**config.mk**
```make
export PLATFORM = sky130hd
export DESIGN_NAME = filtered_hysteresis_thermostat_unit
export DESIGN_NICKNAME = d
export VERILOG_FILES = /design/src/rtl/fht_pkg.sv /design/src/rtl/fht_ram.sv /design/src/rtl/fht_filter.sv /design/src/rtl/fht_scale.sv /design/src/rtl/fht_decide.sv /design/src/rtl/filtered_hysteresis_thermostat_unit.sv
export VERILOG_INCLUDE_DIRS = /design/src /design/src/rtl
export SDC_FILE = /design/constraint.sdc
export NUM_CORES = 1
export LEC_CHECK = 0
export BUFFER_PORTS_ARGS = -buffer_cell sky130_fd_sc_hd__buf_2
export CAP_MARGIN = 5
export CORE_AREA = 4 4 304 306
export CTS_CLUSTER_DIAMETER = 30
export DETAILED_ROUTE_END_ITERATION = 10
export DIE_AREA = 0 0 308 310
export GPL_TIMING_DRIVEN = 0
export PLACE_DENSITY = 0.51
export SLEW_MARGIN = 25
export SYNTH_ARGS = -nofsm -noshare
export SYNTH_HDL_FRONTEND = slang
export SYNTH_SLANG_ARGS = --single-unit
```
**constraint.sdc**
```tcl
create_clock -name clock -period 12.4 [get_ports clock]
set_input_delay 0.62 -clock clock [delete_from_list [all_inputs] [get_ports clock]]
set_output_delay 0.62 -clock clock [all_outputs]
set_load 0.01 [all_outputs]
```
**src/rtl/filtered_hysteresis_thermostat_unit_macros.svh**
```systemverilog
// Assertion macros shared by the thermostat unit RTL.
`ifndef FILTERED_HYSTERESIS_THERMOSTAT_UNIT_MACROS_SVH
`define FILTERED_HYSTERESIS_THERMOSTAT_UNIT_MACROS_SVH

// Check that a condition implies a consequence in the same cycle.
`define FHT_ASSERT_IMPLY(name, clk, rst, ante, cons) \
   name: assert property (@(posedge clk) disable iff (rst) (ante) |-> (cons)) \
      else $error("same-cycle check failed");

// Check that a condition implies a consequence in the following cycle.
`define FHT_ASSERT_NEXT(name, clk, rst, ante, cons) \
   name: assert property (@(posedge clk) disable iff (rst) (ante) |=> (cons)) \
      else $error("next-cycle check failed");

`endif

```
**src/rtl/fht_pkg.sv**
```systemverilog
// Shared types and constants of the filtered hysteresis thermostat unit.
`timescale 1ns / 1ps
`default_nettype none

package fht_pkg;

   // Filtered values: unsigned, 8 fraction bits
   localparam int VAL_W     = 20;
   localparam int FRAC_BITS = 8;
   localparam int ALPHA_W   = 9;

   localparam logic [VAL_W-1:0]   VAL_MAX    = {VAL_W{1'b1}};
   localparam logic [ALPHA_W-1:0] ALPHA_ONE  = ALPHA_W'(1 << FRAC_BITS);
   localparam int                 ROUND_HALF = 1 << (FRAC_BITS - 1);

   // Result word: filtered value, drive power, cool select, thermostat state
   localparam int RSP_DATA_W = 24;

   // Configuration port
   localparam int CSR_IDX_W  = 3;
   localparam int CSR_DATA_W = 20;

   localparam logic [ALPHA_W-1:0] ALPHA_RESET = 9'd26;

   typedef enum logic [CSR_IDX_W-1:0] {
      CSR_FILTER_MODE   = 3'd0,
      CSR_ALPHA_Q8      = 3'd1,
      CSR_HEAT_ON_BELOW = 3'd2,
      CSR_HEAT_OFF_AT   = 3'd3,
      CSR_COOL_ON_ABOVE = 3'd4,
      CSR_COOL_OFF_AT   = 3'd5
   } csr_index_type;

   typedef enum logic {
      FILTER_MEAN = 1'b0,
      FILTER_EMA  = 1'b1
   } filter_mode_type;

   typedef struct packed {
      filter_mode_type      mode;
      logic [ALPHA_W-1:0]   alpha;
   } filter_cfg_type;

   typedef struct packed {
      logic [VAL_W-1:0] heat_on_below;
      logic [VAL_W-1:0] heat_off_at;
      logic [VAL_W-1:0] cool_on_above;
      logic [VAL_W-1:0] cool_off_at;
   } thresh_type;

endpackage

`default_nettype wire

```
**src/rtl/fht_ram.sv**
```systemverilog
// Generic single-port-write, single-port-read RAM with registered read data.
`timescale 1ns / 1ps
`default_nettype none

module fht_ram #(
   parameter int WIDTH = 12,
   parameter int DEPTH = 16
) (
   input  wire logic                     clock,
   input  wire logic                     we,
   input  wire logic [$clog2(DEPTH)-1:0] waddr,
   input  wire logic [WIDTH-1:0]         wdata,
   input  wire logic [$clog2(DEPTH)-1:0] raddr,
   output logic      [WIDTH-1:0]         rdata
);

   logic [WIDTH-1:0] mem_ff [DEPTH];
   logic [WIDTH-1:0] rdata_ff;

   // Write one entry, read one entry into the output register
   always_ff @(posedge clock) begin
      if (we) begin
         mem_ff[waddr] <= wdata;
      end
      rdata_ff <= mem_ff[raddr];
   end

   assign rdata = rdata_ff;

endmodule

`default_nettype wire

```
**src/rtl/fht_filter.sv**
```systemverilog
// Filter stage: ring-buffer running sum and exponential average update.
`timescale 1ns / 1ps
`default_nettype none
`include "filtered_hysteresis_thermostat_unit_macros.svh"

module fht_filter #(
   parameter int DEPTH       = 16,
   parameter int SAMPLE_BITS = 12
) (
   input  wire logic                                    clock,
   input  wire logic                                    reset,
   input  wire fht_pkg::filter_cfg_type                 cfg,
   input  wire logic                                    in_valid,
   input  wire logic [SAMPLE_BITS-1:0]                  in_sample,
   output logic                                         in_ready,
   output logic                                         flt_valid,
   output fht_pkg::filter_mode_type                     flt_mode,
   output logic [SAMPLE_BITS+$clog2(DEPTH)-1:0]         flt_sum,
   output logic [fht_pkg::VAL_W-1:0]                    flt_ema,
   input  wire logic                                    dn_ready
);

   localparam int PTR_W  = $clog2(DEPTH);
   localparam int SUM_W  = SAMPLE_BITS + PTR_W;
   localparam int XW     = SAMPLE_BITS + fht_pkg::FRAC_BITS;
   localparam int ACC_W  = fht_pkg::ALPHA_W + fht_pkg::VAL_W + 2;
   localparam int HI_W   = fht_pkg::VAL_W + fht_pkg::FRAC_BITS;
   localparam logic [PTR_W-1:0] PTR_LAST = PTR_W'(DEPTH - 1);
   localparam logic [SUM_W-1:0] SUM_MAX  = SUM_W'(DEPTH * ((1 << SAMPLE_BITS) - 1));

   logic                              load;
   logic                              fire;
   logic                              ring_we;

   logic [PTR_W-1:0]                  ptr_ff, ptr_in, ptr_next;
   logic                              filled_ff, filled_in;
   logic [SUM_W-1:0]                  sum_ff, sum_in, sum_upd;
   logic [fht_pkg::VAL_W-1:0]         smooth_ff, smooth_in, smooth_upd;

   logic [SAMPLE_BITS-1:0]            ram_rdata;
   logic [SAMPLE_BITS-1:0]            oldest;

   logic [fht_pkg::ALPHA_W-1:0]       alpha_sat;
   logic [XW-1:0]                     x_wide;
   logic [31:0]                       x_ext;
   logic [fht_pkg::VAL_W-1:0]         x_val;
   logic signed [fht_pkg::VAL_W:0]    diff;
   logic signed [ACC_W-1:0]           prod;
   logic signed [ACC_W-1:0]           acc;

   logic                              flt_valid_ff;
   fht_pkg::filter_mode_type          flt_mode_ff;
   logic [SUM_W-1:0]                  flt_sum_ff;
   logic [fht_pkg::VAL_W-1:0]         flt_ema_ff;

   // Stage handshake: load when empty or when the next stage takes the item
   assign load     = !flt_valid_ff || dn_ready;
   assign fire     = in_valid && load;
   assign in_ready = load;
   assign ring_we  = fire && (cfg.mode == fht_pkg::FILTER_MEAN);

   // Ring holds the last DEPTH samples; read data always shows the pointer's entry
   fht_ram #(
      .WIDTH (SAMPLE_BITS),
      .DEPTH (DEPTH)
   ) u_ring (
      .clock (clock),
      .we    (ring_we),
      .waddr (ptr_ff),
      .wdata (in_sample),
      .raddr (ptr_in),
      .rdata (ram_rdata)
   );

   // Entries are written in pointer order, so the pointer's entry is live once wrapped
   assign oldest   = filled_ff ? ram_rdata : '0;
   assign sum_upd  = sum_ff - SUM_W'(oldest) + SUM_W'(in_sample);
   assign ptr_next = (ptr_ff == PTR_LAST) ? '0 : ptr_ff + 1'b1;

   // Exponential average: s + a*(x - s), rounded half up
   always_comb begin
      alpha_sat = (cfg.alpha > fht_pkg::ALPHA_ONE) ? fht_pkg::ALPHA_ONE : cfg.alpha;
      x_wide    = {in_sample, {fht_pkg::FRAC_BITS{1'b0}}};
      x_ext     = 32'(x_wide);
      x_val     = (x_ext > 32'(fht_pkg::VAL_MAX)) ? fht_pkg::VAL_MAX
                                                   : x_ext[fht_pkg::VAL_W-1:0];
      diff      = $signed({1'b0, x_val}) - $signed({1'b0, smooth_ff});
      prod      = $signed({1'b0, alpha_sat}) * diff;
      acc       = $signed({{(ACC_W-HI_W){1'b0}}, smooth_ff, {fht_pkg::FRAC_BITS{1'b0}}})
                  + prod + $signed(ACC_W'(fht_pkg::ROUND_HALF));
      if (acc[ACC_W-1:HI_W] != '0) begin
         smooth_upd = fht_pkg::VAL_MAX;
      end else begin
         smooth_upd = acc[HI_W-1:fht_pkg::FRAC_BITS];
      end
   end

   // Advance only the state of the selected filter
   always_comb begin
      ptr_in    = ptr_ff;
      filled_in = filled_ff;
      sum_in    = sum_ff;
      smooth_in = smooth_ff;
      if (fire) begin
         case (cfg.mode)
            fht_pkg::FILTER_MEAN: begin
               ptr_in = ptr_next;
               sum_in = sum_upd;
               if (ptr_ff == PTR_LAST) begin
                  filled_in = 1'b1;
               end
            end
            fht_pkg::FILTER_EMA: begin
               smooth_in = smooth_upd;
            end
            default: begin
               smooth_in = smooth_ff;
            end
         endcase
      end
   end

   // Hold filter state and the stage register
   always_ff @(posedge clock) begin
      if (reset) begin
         ptr_ff       <= '0;
         filled_ff    <= 1'b0;
         sum_ff       <= '0;
         smooth_ff    <= '0;
         flt_valid_ff <= 1'b0;
      end else begin
         ptr_ff    <= ptr_in;
         filled_ff <= filled_in;
         sum_ff    <= sum_in;
         smooth_ff <= smooth_in;
         if (load) begin
            flt_valid_ff <= in_valid;
         end
      end
   end

   always_ff @(posedge clock) begin
      if (fire) begin
         flt_mode_ff <= cfg.mode;
         flt_sum_ff  <= sum_upd;
         flt_ema_ff  <= smooth_upd;
      end
   end

   assign flt_valid = flt_valid_ff;
   assign flt_mode  = flt_mode_ff;
   assign flt_sum   = flt_sum_ff;
   assign flt_ema   = flt_ema_ff;

   // The ring is never read at the entry written in the same cycle
   `FHT_ASSERT_IMPLY(a_ring_no_collision, clock, reset, ring_we, ptr_in != ptr_ff)
   // A wrap of the pointer marks the whole ring as written
   `FHT_ASSERT_NEXT(a_ring_filled_on_wrap, clock, reset, ring_we && (ptr_ff == PTR_LAST), filled_ff)
   // The running sum never exceeds DEPTH full-scale samples
   `FHT_ASSERT_IMPLY(a_sum_in_range, clock, reset, ring_we, sum_upd <= SUM_MAX)

endmodule

`default_nettype wire

```
**src/rtl/fht_scale.sv**
```systemverilog
// Scale stage: floor mean of the ring sum by reciprocal multiply, filter select.
`timescale 1ns / 1ps
`default_nettype none

module fht_scale #(
   parameter int DEPTH       = 16,
   parameter int SAMPLE_BITS = 12
) (
   input  wire logic                                    clock,
   input  wire logic                                    reset,
   input  wire logic                                    flt_valid,
   input  wire fht_pkg::filter_mode_type                flt_mode,
   input  wire logic [SAMPLE_BITS+$clog2(DEPTH)-1:0]    flt_sum,
   input  wire logic [fht_pkg::VAL_W-1:0]               flt_ema,
   output logic                                         in_ready,
   output logic                                         scl_valid,
   output logic [fht_pkg::VAL_W-1:0]                    scl_value,
   input  wire logic                                    dn_ready
);

   localparam int L_BITS = $clog2(DEPTH);
   localparam int SUM_W  = SAMPLE_BITS + L_BITS;
   localparam int SHIFT  = SUM_W + L_BITS;
   localparam int PROD_W = 2 * SUM_W + 1;
   localparam int MEAN_W = SAMPLE_BITS + fht_pkg::FRAC_BITS;
   // ceil(2^SHIFT / DEPTH) gives the exact floor quotient for every SUM_W-bit sum
   localparam logic [63:0]      RECIP64 = ((64'd1 << SHIFT) + 64'(DEPTH) - 64'd1) / 64'(DEPTH);
   localparam logic [SUM_W:0]   RECIP   = RECIP64[SUM_W:0];

   logic                         load;
   logic [PROD_W-1:0]            prod;
   logic [SAMPLE_BITS-1:0]       quot;
   logic [MEAN_W-1:0]            mean_wide;
   logic [31:0]                  mean_ext;
   logic [fht_pkg::VAL_W-1:0]    mean_val;
   logic [fht_pkg::VAL_W-1:0]    value_in;

   logic                         scl_valid_ff;
   logic [fht_pkg::VAL_W-1:0]    scl_value_ff;

   assign load     = !scl_valid_ff || dn_ready;
   assign in_ready = load;

   // Divide the sum by DEPTH, move to 8 fraction bits, clamp to the value range, pick the filter
   always_comb begin
      prod      = PROD_W'(flt_sum) * PROD_W'(RECIP);
      quot      = prod[SHIFT +: SAMPLE_BITS];
      mean_wide = {quot, {fht_pkg::FRAC_BITS{1'b0}}};
      mean_ext  = 32'(mean_wide);
      mean_val  = (mean_ext > 32'(fht_pkg::VAL_MAX)) ? fht_pkg::VAL_MAX
                                                     : mean_ext[fht_pkg::VAL_W-1:0];
      case (flt_mode)
         fht_pkg::FILTER_MEAN: value_in = mean_val;
         fht_pkg::FILTER_EMA:  value_in = flt_ema;
         default:              value_in = flt_ema;
      endcase
   end

   always_ff @(posedge clock) begin
      if (reset) begin
         scl_valid_ff <= 1'b0;
      end else if (load) begin
         scl_valid_ff <= flt_valid;
      end
   end

   always_ff @(posedge clock) begin
      if (load && flt_valid) begin
         scl_value_ff <= value_in;
      end
   end

   assign scl_valid = scl_valid_ff;
   assign scl_value = scl_value_ff;

endmodule

`default_nettype wire

```
**src/rtl/fht_decide.sv**
```systemverilog
// Thermostat stage: batch counter, hysteresis state machine and result register.
`timescale 1ns / 1ps
`default_nettype none
`include "filtered_hysteresis_thermostat_unit_macros.svh"

module fht_decide #(
   parameter int DEPTH = 16
) (
   input  wire logic                         clock,
   input  wire logic                         reset,
   input  wire fht_pkg::thresh_type          thresh,
   input  wire logic                         scl_valid,
   input  wire logic [fht_pkg::VAL_W-1:0]    scl_value,
   output logic                              in_ready,
   output logic                              rsp_valid,
   input  wire logic                         rsp_ready,
   output logic [fht_pkg::VAL_W-1:0]         rsp_value,
   output logic                              rsp_decided,
   output logic                              rsp_power,
   output logic                              rsp_cool,
   output logic [1:0]                        rsp_state
);

   localparam int BW = $clog2(DEPTH);
   localparam logic [BW-1:0] BATCH_LAST = BW'(DEPTH - 1);

   typedef enum logic [1:0] {
      ST_IDLE = 2'd0,
      ST_HEAT = 2'd1,
      ST_COOL = 2'd2
   } thermo_state_type;

   logic                        load;
   logic                        fire;
   logic                        batch_last;

   logic                        out_valid_ff;
   logic [fht_pkg::VAL_W-1:0]   value_ff;
   logic                        decided_ff;
   logic [BW-1:0]               batch_ff, batch_in;
   thermo_state_type            state_ff, state_in;
   logic                        power_ff, power_in;
   logic                        cool_ff, cool_in;

   assign load       = !out_valid_ff || rsp_ready;
   assign fire       = scl_valid && load;
   assign in_ready   = load;
   assign batch_last = (batch_ff == BATCH_LAST);

   // Drive follows the state before the move; in idle a cooling test wins
   always_comb begin
      state_in = state_ff;
      power_in = power_ff;
      cool_in  = cool_ff;
      batch_in = batch_ff;
      if (fire) begin
         batch_in = batch_last ? '0 : batch_ff + 1'b1;
         if (batch_last) begin
            case (state_ff)
               ST_HEAT: begin
                  power_in = 1'b1;
                  cool_in  = 1'b0;
                  if (scl_value >= thresh.heat_off_at) begin
                     state_in = ST_IDLE;
                  end
               end
               ST_COOL: begin
                  power_in = 1'b1;
                  cool_in  = 1'b1;
                  if (scl_value <= thresh.cool_off_at) begin
                     state_in = ST_IDLE;
                  end
               end
               default: begin
                  power_in = 1'b0;
                  cool_in  = 1'b0;
                  state_in = ST_IDLE;
                  if (scl_value < thresh.heat_on_below) begin
                     state_in = ST_HEAT;
                  end
                  if (scl_value > thresh.cool_on_above) begin
                     state_in = ST_COOL;
                  end
               end
            endcase
         end
      end
   end

   // Hold thermostat state and the result register
   always_ff @(posedge clock) begin
      if (reset) begin
         out_valid_ff <= 1'b0;
         batch_ff     <= '0;
         state_ff     <= ST_IDLE;
         power_ff     <= 1'b0;
         cool_ff      <= 1'b0;
      end else begin
         if (load) begin
            out_valid_ff <= scl_valid;
         end
         if (fire) begin
            value_ff   <= scl_value;
            decided_ff <= batch_last;
         end
         batch_ff <= batch_in;
         state_ff <= state_in;
         power_ff <= power_in;
         cool_ff  <= cool_in;
      end
   end

   assign rsp_valid   = out_valid_ff;
   assign rsp_value   = value_ff;
   assign rsp_decided = decided_ff;
   assign rsp_power   = power_ff;
   assign rsp_cool    = cool_ff;
   assign rsp_state   = state_ff;

   // The cooling path is selected only with power on
   `FHT_ASSERT_IMPLY(a_cool_needs_power, clock, reset, cool_ff, power_ff)
   // The thermostat moves only when a batch closes
   `FHT_ASSERT_NEXT(a_state_holds_mid_batch, clock, reset, fire && !batch_last, $stable(state_ff))
   // A decision taken from idle switches the drive off
   `FHT_ASSERT_NEXT(a_idle_drive_off, clock, reset, fire && batch_last && (state_ff == ST_IDLE), !power_ff && !cool_ff)

endmodule

`default_nettype wire

```
**src/rtl/filtered_hysteresis_thermostat_unit.sv**
```systemverilog
// Top level of the filtered hysteresis thermostat unit.
//
//  Channel   Direction  Signals                                    Content
//  req       in         req_tvalid/req_tready/req_tdata            one sensor sample
//  rsp       out        rsp_tvalid/rsp_tready/rsp_tdata/rsp_tlast  filtered value, drive, state
//  csr       in         csr_valid/csr_ready/csr_index/csr_data     register writes
//
//  One request per clock unless a result stalls; a taken request passes filter, scale and result.
//  Four register stages (input, filter, scale, result); the filter loop closes in the filter stage.
//  Reset clears the ring at once through a fill flag, so requests are taken right after reset.
//  Each stage loads when empty or drained, so while a result stalls requests enter until all are full.
`timescale 1ns / 1ps
`default_nettype none

module filtered_hysteresis_thermostat_unit #(
   parameter int DEPTH       = 16,
   parameter int SAMPLE_BITS = 12
) (
   input  wire logic                                clock,
   input  wire logic                                reset,
   // request: [SAMPLE_BITS-1:0] sample, zero fill above
   input  wire logic                                req_tvalid,
   output logic                                     req_tready,
   input  wire logic [((SAMPLE_BITS+7)/8)*8-1:0]    req_tdata,
   // result: [19:0] filtered_value, [20] drive_power, [21] cool_select, [23:22] mode_state
   output logic                                     rsp_tvalid,
   input  wire logic                                rsp_tready,
   output logic [fht_pkg::RSP_DATA_W-1:0]           rsp_tdata,
   output logic                                     rsp_tlast,
   input  wire logic                                csr_valid,
   output logic                                     csr_ready,
   input  wire logic [fht_pkg::CSR_IDX_W-1:0]       csr_index,
   input  wire logic [fht_pkg::CSR_DATA_W-1:0]      csr_data
);

   logic                                   csr_write;
   fht_pkg::filter_mode_type               mode_ff;
   logic [fht_pkg::ALPHA_W-1:0]            alpha_ff;
   logic [fht_pkg::VAL_W-1:0]              heat_on_ff;
   logic [fht_pkg::VAL_W-1:0]              heat_off_ff;
   logic [fht_pkg::VAL_W-1:0]              cool_on_ff;
   logic [fht_pkg::VAL_W-1:0]              cool_off_ff;
   fht_pkg::filter_cfg_type                filter_cfg;
   fht_pkg::thresh_type                    thresh;

   logic                                   in_load;
   logic                                   in_valid_ff;
   logic [SAMPLE_BITS-1:0]                 sample_ff;

   logic                                   flt_in_ready;
   logic                                   flt_valid;
   fht_pkg::filter_mode_type               flt_mode;
   logic [SAMPLE_BITS+$clog2(DEPTH)-1:0]   flt_sum;
   logic [fht_pkg::VAL_W-1:0]              flt_ema;

   logic                                   scl_in_ready;
   logic                                   scl_valid;
   logic [fht_pkg::VAL_W-1:0]              scl_value;

   logic                                   dec_in_ready;
   logic [fht_pkg::VAL_W-1:0]              rsp_value;
   logic                                   rsp_power;
   logic                                   rsp_cool;
   logic [1:0]                             rsp_state;

   // Register writes are always taken
   assign csr_ready = 1'b1;
   assign csr_write = csr_valid && csr_ready;

   always_ff @(posedge clock) begin
      if (reset) begin
         mode_ff     <= fht_pkg::FILTER_EMA;
         alpha_ff    <= fht_pkg::ALPHA_RESET;
         heat_on_ff  <= '0;
         heat_off_ff <= '0;
         cool_on_ff  <= fht_pkg::VAL_MAX;
         cool_off_ff <= fht_pkg::VAL_MAX;
      end else if (csr_write) begin
         case (fht_pkg::csr_index_type'(csr_index))
            fht_pkg::CSR_FILTER_MODE:   mode_ff     <= fht_pkg::filter_mode_type'(csr_data[0]);
            fht_pkg::CSR_ALPHA_Q8:      alpha_ff    <= csr_data[fht_pkg::ALPHA_W-1:0];
            fht_pkg::CSR_HEAT_ON_BELOW: heat_on_ff  <= csr_data[fht_pkg::VAL_W-1:0];
            fht_pkg::CSR_HEAT_OFF_AT:   heat_off_ff <= csr_data[fht_pkg::VAL_W-1:0];
            fht_pkg::CSR_COOL_ON_ABOVE: cool_on_ff  <= csr_data[fht_pkg::VAL_W-1:0];
            fht_pkg::CSR_COOL_OFF_AT:   cool_off_ff <= csr_data[fht_pkg::VAL_W-1:0];
            default: begin
               mode_ff <= mode_ff;
            end
         endcase
      end
   end

   assign filter_cfg = '{mode: mode_ff, alpha: alpha_ff};
   assign thresh     = '{heat_on_below: heat_on_ff, heat_off_at: heat_off_ff,
                         cool_on_above: cool_on_ff, cool_off_at: cool_off_ff};

   // Input register: take a request when empty or when the filter takes the held one
   assign in_load    = !in_valid_ff || flt_in_ready;
   assign req_tready = in_load;

   always_ff @(posedge clock) begin
      if (reset) begin
         in_valid_ff <= 1'b0;
      end else if (in_load) begin
         in_valid_ff <= req_tvalid;
      end
   end

   always_ff @(posedge clock) begin
      if (in_load && req_tvalid) begin
         sample_ff <= req_tdata[SAMPLE_BITS-1:0];
      end
   end

   fht_filter #(
      .DEPTH       (DEPTH),
      .SAMPLE_BITS (SAMPLE_BITS)
   ) u_filter (
      .clock     (clock),
      .reset     (reset),
      .cfg       (filter_cfg),
      .in_valid  (in_valid_ff),
      .in_sample (sample_ff),
      .in_ready  (flt_in_ready),
      .flt_valid (flt_valid),
      .flt_mode  (flt_mode),
      .flt_sum   (flt_sum),
      .flt_ema   (flt_ema),
      .dn_ready  (scl_in_ready)
   );

   fht_scale #(
      .DEPTH       (DEPTH),
      .SAMPLE_BITS (SAMPLE_BITS)
   ) u_scale (
      .clock     (clock),
      .reset     (reset),
      .flt_valid (flt_valid),
      .flt_mode  (flt_mode),
      .flt_sum   (flt_sum),
      .flt_ema   (flt_ema),
      .in_ready  (scl_in_ready),
      .scl_valid (scl_valid),
      .scl_value (scl_value),
      .dn_ready  (dec_in_ready)
   );

   fht_decide #(
      .DEPTH (DEPTH)
   ) u_decide (
      .clock       (clock),
      .reset       (reset),
      .thresh      (thresh),
      .scl_valid   (scl_valid),
      .scl_value   (scl_value),
      .in_ready    (dec_in_ready),
      .rsp_valid   (rsp_tvalid),
      .rsp_ready   (rsp_tready),
      .rsp_value   (rsp_value),
      .rsp_decided (rsp_tlast),
      .rsp_power   (rsp_power),
      .rsp_cool    (rsp_cool),
      .rsp_state   (rsp_state)
   );

   // Pack the result word, lowest field first
   assign rsp_tdata = {rsp_state, rsp_cool, rsp_power, rsp_value};

endmodule

`default_nettype wire
```
==> reports/metrics.csv, run 1 <==
stage;metric;value;unit
global_route;antenna_violations_before_repair;0;
clocking;ctsRootBufferMaster;sky130_fd_sc_hd__clkbuf_16;
floorplan;die_x;308;um
global_route;pin_count_of_the_biggest_net_entering_global_routing;34;
synth;synth.lib_cells_used.distinct;77;
finish;layout_cells_sized_above_1;13.1;%
finish;multi_input_area;0.0136;sq mm
worst_hold_path;hold-path-cell-count;1;
worst_setup_path;r2r_cells;25;
synth;ys_ff_latch;433;
placed_design;place_hpwl;52.5;mm
global_route;grt_use_met3;2.77;%
drt;detailedRoute.firstPassIterationCount;5;
drt;antenna_violating_nets_post_route;0;
floorplan;placement_rows;110;
floorplan;die-area;0.0955;sq mm
synth;postSynthNetCount;2858;
synth;avgSynthCellArea;11.0;sq um
finish;final.fill_count;8810;
floorplan;die_h;310;um
floorplan;core;0.0896;sq mm
synth;yosys_warnings;0;
timing;post-route-worst-setup-slack;2.95;ns
placed_design;port_buffers;65;
placed_design;pre_cts_ws;3.04;ns
clocking;max-clock-path-buffers;3;
timing;fmaxAchievable;106;MHz
synth;synth-seq-area-share;42.7;%
timing;skew;0.0228;ns
placed_design;gp_congestion;0.832;
finish;num_antenna_cells;0;
timing;min_period_over_period;76.2;%
drt;num_vias;18322;
synth;synth_largest_type_area_fraction;31.1;%
synth;synthDominantAreaCellType;sky130_fd_sc_hd__edfxtp_1;
worst_setup_path;critical_path.startpoint_type;flip-flop;
worst_setup_path;crit_path_end_kind;flip-flop;
synth;synthMostInstantiatedCell;sky130_fd_sc_hd__inv_1;
timing;final.min_clock_period;9.45;ns
global_route;grt_pass1_wl;110;mm
floorplan;design.portCount;72;
synth;synth_enable_flop_cells;278;
synth;ys_dominant_reg_cell;sky130_fd_sc_hd__edfxtp_1;
worst_setup_path;critical_path_arrival;9.81;ns
floorplan;initial_utilization;29.9;%
clocking;cts_inserted_buffers;86;
finish;final_area;0.0318;sq mm
placed_design;dpl-instance-area;0.0287;sq mm
worst_setup_path;path_max_fanout;18;
job;max_cap_viol_count;0;
drt;route.detailed.vias_per_inst;4.76;
timing;worst_hold_slack;0.171;ns
synth;ys_async_sr_fraction;0;%
synth;netlist_instances;2442;
timing;slew_headroom;30.3;%
timing;setup_violation_total_in_the_final_timing_report;0;
global_route;first_global_vias;19200;
clocking;cts.sinks;433;
timing;worst_slew_pin_slew;1.04;ns
timing;slew_violations;0;
finish;ff_latch_area;0.0115;sq mm
clocking;tritoncts;built;
clocking;clock_latency;0.63;ns
clocking;cts_post_setup_buffers_inserted;0;
clocking;cts.htree.levels;3;
timing;finalHoldViolations;0;
global_route;globalRoute.busiestLayer;met2;
clocking;cts.hold.buffers_added;0;
drt;wl_per_cell;18.4;um
global_route;global_route.usage.met1;19.8;%
synth;synth_area;0.0268;sq mm
status;status;finished, final reports clean;
finish;areaGrowthSynthToFinish;18.7;%
global_route;track_usage;15.0;%
drt;drcViolationCount;0;
global_route;gr-usage-met2;25.3;%
clocking;count_of_cells_resized_by_post_cts_repair;0;
clocking;clock_slew_at_the_register_clock_pins_of_the_worst_setup_and_hold_paths;0.05;ns
finish;fin_nets;3016;
synth;leading_cell_types_by_total_area_after_synthesis;sky130_fd_sc_hd__edfxtp_1 (31%), sky130_fd_sc_hd__fa_1 (14%), sky130_fd_sc_hd__dfxtp_1 (12%);
global_route;total_global_routing_overflow;0;
worst_setup_path;cp.required;12.76;ns
drt;drt_iter0_drc;1009;
synth;yosys-top-cells-count;sky130_fd_sc_hd__inv_1 (395), sky130_fd_sc_hd__nand2_1 (335), sky130_fd_sc_hd__edfxtp_1 (278), sky130_fd_sc_hd__fa_1 (189), sky130_fd_sc_hd__ha_1 (183);
drt;totalWireLength;70.8;mm
worst_hold_path;hold_class;in2reg;
timing;fin_tns_setup;0;ns
worst_setup_path;worst-setup-path-type;reg2reg;
timing;rsz0062_at_grt;false;
registers in the layout (all words and copies together) (netlist names), 9 cells and up:
name / count
heat_on_ff: 20
u_filter.flt_ema: 20
cool_on_ff: 20
u_filter.flt_sum: 12
sample_ff: 12
alpha_ff: 9
u_decide.rsp_value: 20
cool_off_ff: 20
u_filter.u_ring.rdata: 12
heat_off_ff: 20
u_scale.scl_value: 20
u_filter.u_ring.mem_ff: 192
u_filter.smooth_ff: 20
u_filter.sum_ff: 16
path summary, 6_finish.rpt:
path | start | end | slack (ns)
worst max-delay path | sample_ff[0] | u_filter.flt_ema[19] | 2.95
worst min-delay path | req_tdata[11] | sample_ff[11] | 0.17
worst max register to register | sample_ff[0] | u_filter.flt_ema[19] | 2.95
worst min register to register | u_filter.sum_ff[3] | u_filter.sum_ff[3] | 0.45
layout by cell type, fill, tap and decap left out, types with 11 or more instances in the layout:
cell,count
sky130_fd_sc_hd__mux2i_1,41
sky130_fd_sc_hd__nand4_1,12
sky130_fd_sc_hd__buf_4,12
sky130_fd_sc_hd__o21ai_0,44
sky130_fd_sc_hd__xnor2_1,31
sky130_fd_sc_hd__xor2_1,16
sky130_fd_sc_hd__and2_1,60
sky130_fd_sc_hd__a21o_1,22
sky130_fd_sc_hd__buf_2,72
sky130_fd_sc_hd__nand3_1,19
sky130_fd_sc_hd__inv_1,394
sky130_fd_sc_hd__inv_6,11
sky130_fd_sc_hd__nor3_1,28
sky130_fd_sc_hd__fa_1,189
sky130_fd_sc_hd__ha_1,183
sky130_fd_sc_hd__mux4_2,48
sky130_fd_sc_hd__dfxtp_1,155
sky130_fd_sc_hd__clkbuf_1,70
sky130_fd_sc_hd__nor2_2,12
sky130_fd_sc_hd__nor2b_1,38
sky130_fd_sc_hd__mux2_2,13
sky130_fd_sc_hd__edfxtp_1,278
sky130_fd_sc_hd__or3_1,17
sky130_fd_sc_hd__nor2_1,75
sky130_fd_sc_hd__nand2b_1,16
sky130_fd_sc_hd__o21a_1,16
sky130_fd_sc_hd__a21oi_1,112
sky130_fd_sc_hd__o211ai_1,50
sky130_fd_sc_hd__clkbuf_16,88
sky130_fd_sc_hd__and3_1,11
sky130_fd_sc_hd__a31oi_1,27
sky130_fd_sc_hd__nand2_1,335
logic make-up (layout without fill, tap and decap cells):
group                    after synthesis  in the layout  share of synthesized area [%]
AO/OA/AOI/OAI                        331            331                           7.97
multiplexers                         102            102                           6.11
adder cells (fa/ha/maj)              372            372                           22.7
other                                  1              1                         0.0140
XOR/XNOR                              57             57                           1.92
flip-flops                           433            433                           42.7
buffers and inverters                483            713                           7.05
AND/OR/NAND/NOR                      663            663                           11.6
through the flow:
stage	utilization, %	instances
floorplan	-	2442
global placement	31.9	3683
detailed placement	32.1	3687
CTS	35.5	3847
global route	35.5	3848
finish	35.5	3848
worst max-delay path: stages (launching register included):
cell and delay (ns):
sky130_fd_sc_hd__edfxtp_1 0.92, sky130_fd_sc_hd__ha_1 0.39, sky130_fd_sc_hd__nor3b_1 0.19, sky130_fd_sc_hd__a311oi_1 0.55, sky130_fd_sc_hd__o211ai_1 0.30, sky130_fd_sc_hd__a2111oi_2 0.41
sky130_fd_sc_hd__nor2_1 0.11, sky130_fd_sc_hd__xnor2_1 0.79, sky130_fd_sc_hd__and2_1 0.25, sky130_fd_sc_hd__fa_1 0.44, sky130_fd_sc_hd__fa_1 0.51, sky130_fd_sc_hd__fa_1 0.53
sky130_fd_sc_hd__fa_1 0.54, sky130_fd_sc_hd__inv_1 0.06, sky130_fd_sc_hd__fa_1 0.52, sky130_fd_sc_hd__inv_1 0.04, sky130_fd_sc_hd__ha_1 0.33, sky130_fd_sc_hd__a21oi_1 0.31
sky130_fd_sc_hd__o21ai_1 0.19, sky130_fd_sc_hd__or3_1 0.34, sky130_fd_sc_hd__o22ai_1 0.30, sky130_fd_sc_hd__nor3_1 0.13, sky130_fd_sc_hd__or4_4 0.54, sky130_fd_sc_hd__a21oi_4 0.22
sky130_fd_sc_hd__buf_6 0.17, sky130_fd_sc_hd__nand2_1 0.08
metal layers:
| metal | vias to the layer above | part of all wire [%] |
|---|---|---|
| met5 | - | 0 |
| met4 | 0 | 2.3 |
| met3 | 101 | 4.9 |
| met2 | 403 | 48 |
| met1 | 9224 | 45 |
| li1 | 8594 | - |
layout make-up:
type	count	area share, %
Clock buffer	103	7.29
Inverter	395	4.66
Sequential cell	433	36.0
Tap cell	1176	4.62
Timing Repair Buffer	70	1.14
Buffer	88	1.28
Clock inverter	57	2.30
Multi-Input combinational cell	1526	42.7
Power of run 1 is left out: the tool's default activity adds up to more than one toggle a clock period on the data nets, which glitch-free logic cannot reach.
==> run 2: changes to the inputs <==
- PLACE_DENSITY: 0.51 -> 0.53
- clock period: 12.4 -> 8.4 ns (I/O delays scaled with it)
==> run 2 against run 1 <==
  * Register-to-register slack worse by 2.6 ns
  * Final cell count is 0.83% higher
  * Routed wire length down 1.8%
  * Fmax up 17%
  * Die area unchanged
  * Flip-flop and latch count unchanged
  * Cell area rose by 1.1%
  * Sequential share of layout area fell by 0.38 points
  * First-iteration DRC count down 0.50%
  * Core utilization rose by 0.38 points
  * Critical endpoint unchanged
==> reports/metrics.csv, run 2 (synthesis gave the netlist of run 1 again) <==
stage;metric;value;unit;change
timing;worst_hold_slack;0.105;ns;-0.0658 ns
timing;slew_violations;0;;unchanged
timing;slew_headroom;32.4;%;+2.0 points
drt;antenna_violating_nets_post_route;0;;unchanged
finish;layout.cells.most_common_list;sky130_fd_sc_hd__inv_1 (394), sky130_fd_sc_hd__nand2_1 (335), sky130_fd_sc_hd__edfxtp_1 (278);;
worst_setup_path;r2r_cells;29;;+16%
worst_setup_path;crit_top_cell;sky130_fd_sc_hd__fa_1;;
timing;min_period_over_period;96.4;%;+20 points
worst_hold_path;hold-path-cell-count;3;;+2
drt;drcViolationCount;0;;unchanged
drt;route.detailed.vias_per_inst;4.64;;-2.5%
floorplan;die_h;310;um;unchanged
timing;setup_violation_total_in_the_final_timing_report;0;;unchanged
global_route;first_global_vias;18508;;-3.6%
job;max_cap_viol_count;0;;unchanged
floorplan;design.portCount;72;;unchanged
timing;worst_slew_pin_slew;1.01;ns;-0.0270 ns
worst_setup_path;cp_peak_stage_delay;0.55;ns;-0.37 ns
floorplan;core;0.0896;sq mm;unchanged
worst_setup_path;timing.rr.end;u_filter.flt_ema[19];;
worst_setup_path;critical_path.startpoint_type;flip-flop;;
clocking;cts.sinks;433;;unchanged
worst_setup_path;setup.worst_path.start;sample_ff[0];;
finish;flip_flop_count_of_the_largest_register_all_copies_and_words_added;192;;unchanged
timing;skew;0.0266;ns;+0.00382 ns
placed_design;gp_congestion;0.831;;-0.11%
worst_hold_path;worst_hold_path.endpoint;heat_off_ff[11];;
drt;detailedRoute.firstPassIterationCount;5;;unchanged
timing;fmaxAchievable;123;MHz;+17%
worst_setup_path;crit_path_end_kind;flip-flop;;
worst_setup_path;cp.required;8.75;ns;-4.01 ns
floorplan;die_x;308;um;unchanged
global_route;track_usage;14.9;%;-0.13 points
placed_design;place_hpwl;50.4;mm;-4.0%
worst_hold_path;timing.hold.worst.start;csr_data[11];;
drt;num_vias;18009;;-1.7%
worst_setup_path;worst-setup-path-type;reg2reg;;
finish;leading_cell_type_in_the_layout_fill_and_taps_excluded;sky130_fd_sc_hd__inv_1;;
finish;register_containing_the_most_flip_flops_in_the_final_layout;u_filter.u_ring.mem_ff;;
floorplan;die-area;0.0955;sq mm;unchanged
global_route;grt_pass1_wl;109;mm;-1.2%
drt;drt_iter0_drc;1004;;-0.50%
clocking;cts_inserted_buffers;86;;unchanged
clocking;tritoncts;built;;
clocking;clock_slew_at_the_register_clock_pins_of_the_worst_setup_and_hold_paths;0.05;ns;about the same
global_route;total_global_routing_overflow;0;;unchanged
global_route;pin_count_of_the_biggest_net_entering_global_routing;34;;unchanged
finish;layout_cells_sized_above_1;14.1;%;+1.0 points
worst_setup_path;regToRegSetupSlack;0.30;ns;-2.65 ns
finish;areaGrowthSynthToFinish;20.0;%;
floorplan;initial_utilization;29.9;%;unchanged
drt;totalWireLength;69.5;mm;-1.8%
drt;wl_per_cell;17.9;um;-2.6%
clocking;clock_latency;0.62;ns;about the same
clocking;ctsRootBufferMaster;sky130_fd_sc_hd__clkbuf_16;;
worst_setup_path;worst_reg2reg_startpoint;sample_ff[0];;
clocking;cts.htree.levels;3;;unchanged
worst_setup_path;crit_slowest_cell;sky130_fd_sc_hd__edfxtp_1;;
floorplan;placement_rows;110;;unchanged
timing;final.min_clock_period;8.10;ns;-1.35 ns
worst_setup_path;path_max_fanout;10;;-8
status;status;finished, final reports clean;;
global_route;antenna_violations_before_repair;2;;+2
timing;finalHoldViolations;0;;unchanged
worst_setup_path;critical_path_arrival;8.45;ns;-1.36 ns
finish;fin_nets;3046;;+0.99%
placed_design;port_buffers;65;;unchanged
clocking;max-clock-path-buffers;3;;unchanged
worst_hold_path;hold_class;in2reg;;
## run 2: layer usage
metal / vias up / track usage (%) / share of wire (%)
met3: 81 / 2.56 / 4.2
met5: - / 0.148 / 0
met2: 322 / 24.4 / 47
li1: 8666 / - / -
met4: 0 / 3.72 / 2.0
met1: 8940 / 20.5 / 47
## run 2: layout make-up
cell class,instances,area (sq um)
diodes,2,5.00
well taps,1176,1470
inverters,395,1480
clock buffers,97,2260
clock inverters,63,643
repair buffers,100,658
plain buffers,88,407
flip-flops and latches,433,11500
multi-input cells,1526,13800
fillers,8894,57400
## run 2: timing repair
item	in CTS	in global routing
endpoints found under the setup margin	40	40
hold buffers	12	0
hold endpoints to repair	12	0
buffers inserted	7	12
pin swaps	1	11
gates resized for setup	11	20
## run 2: worst max-delay path by stage
stage                      endpoint  slack (ns)  cells after the start
4_1_cts        u_filter.flt_ema[19]       0.002                     28
5_1_grt        u_filter.flt_ema[19]       -0.03                     29
2_1_floorplan  u_filter.flt_ema[18]        0.90                     28
3_5_place_dp   u_filter.flt_ema[19]       -0.97                     25
6_report       u_filter.flt_ema[19]        0.30                     29
3_3_place_gp   u_filter.flt_ema[19]       -1.02                     25
## run 2: through the flow
stage	cell area, sq um	cells	setup slack, ns	TNS (ns)	utilization (%)
after floorplan	26800	2442	0.902	0	-
after global placement	28600	3683	-1.02	-37.62	31.9
after detailed placement	28700	3687	-0.966	-35.64	32.1
after CTS	31900	3866	0.00241	0	35.6
after global routing	32200	3878	-0.0288	-0.195	35.9
final	32200	3880	0.301	0	35.9
## run 2: worst max-delay path: cells and delay by family (launching register included)
kind | cells | cell delay (ns)
simple gates | 8 | 1.62
flops | 1 | 0.55
xor+xnor | 1 | 0.26
compound gates | 7 | 1.43
fa+ha+maj | 7 | 3.29
buf+inv | 6 | 0.66
Power of run 2 is left out for the same reason.
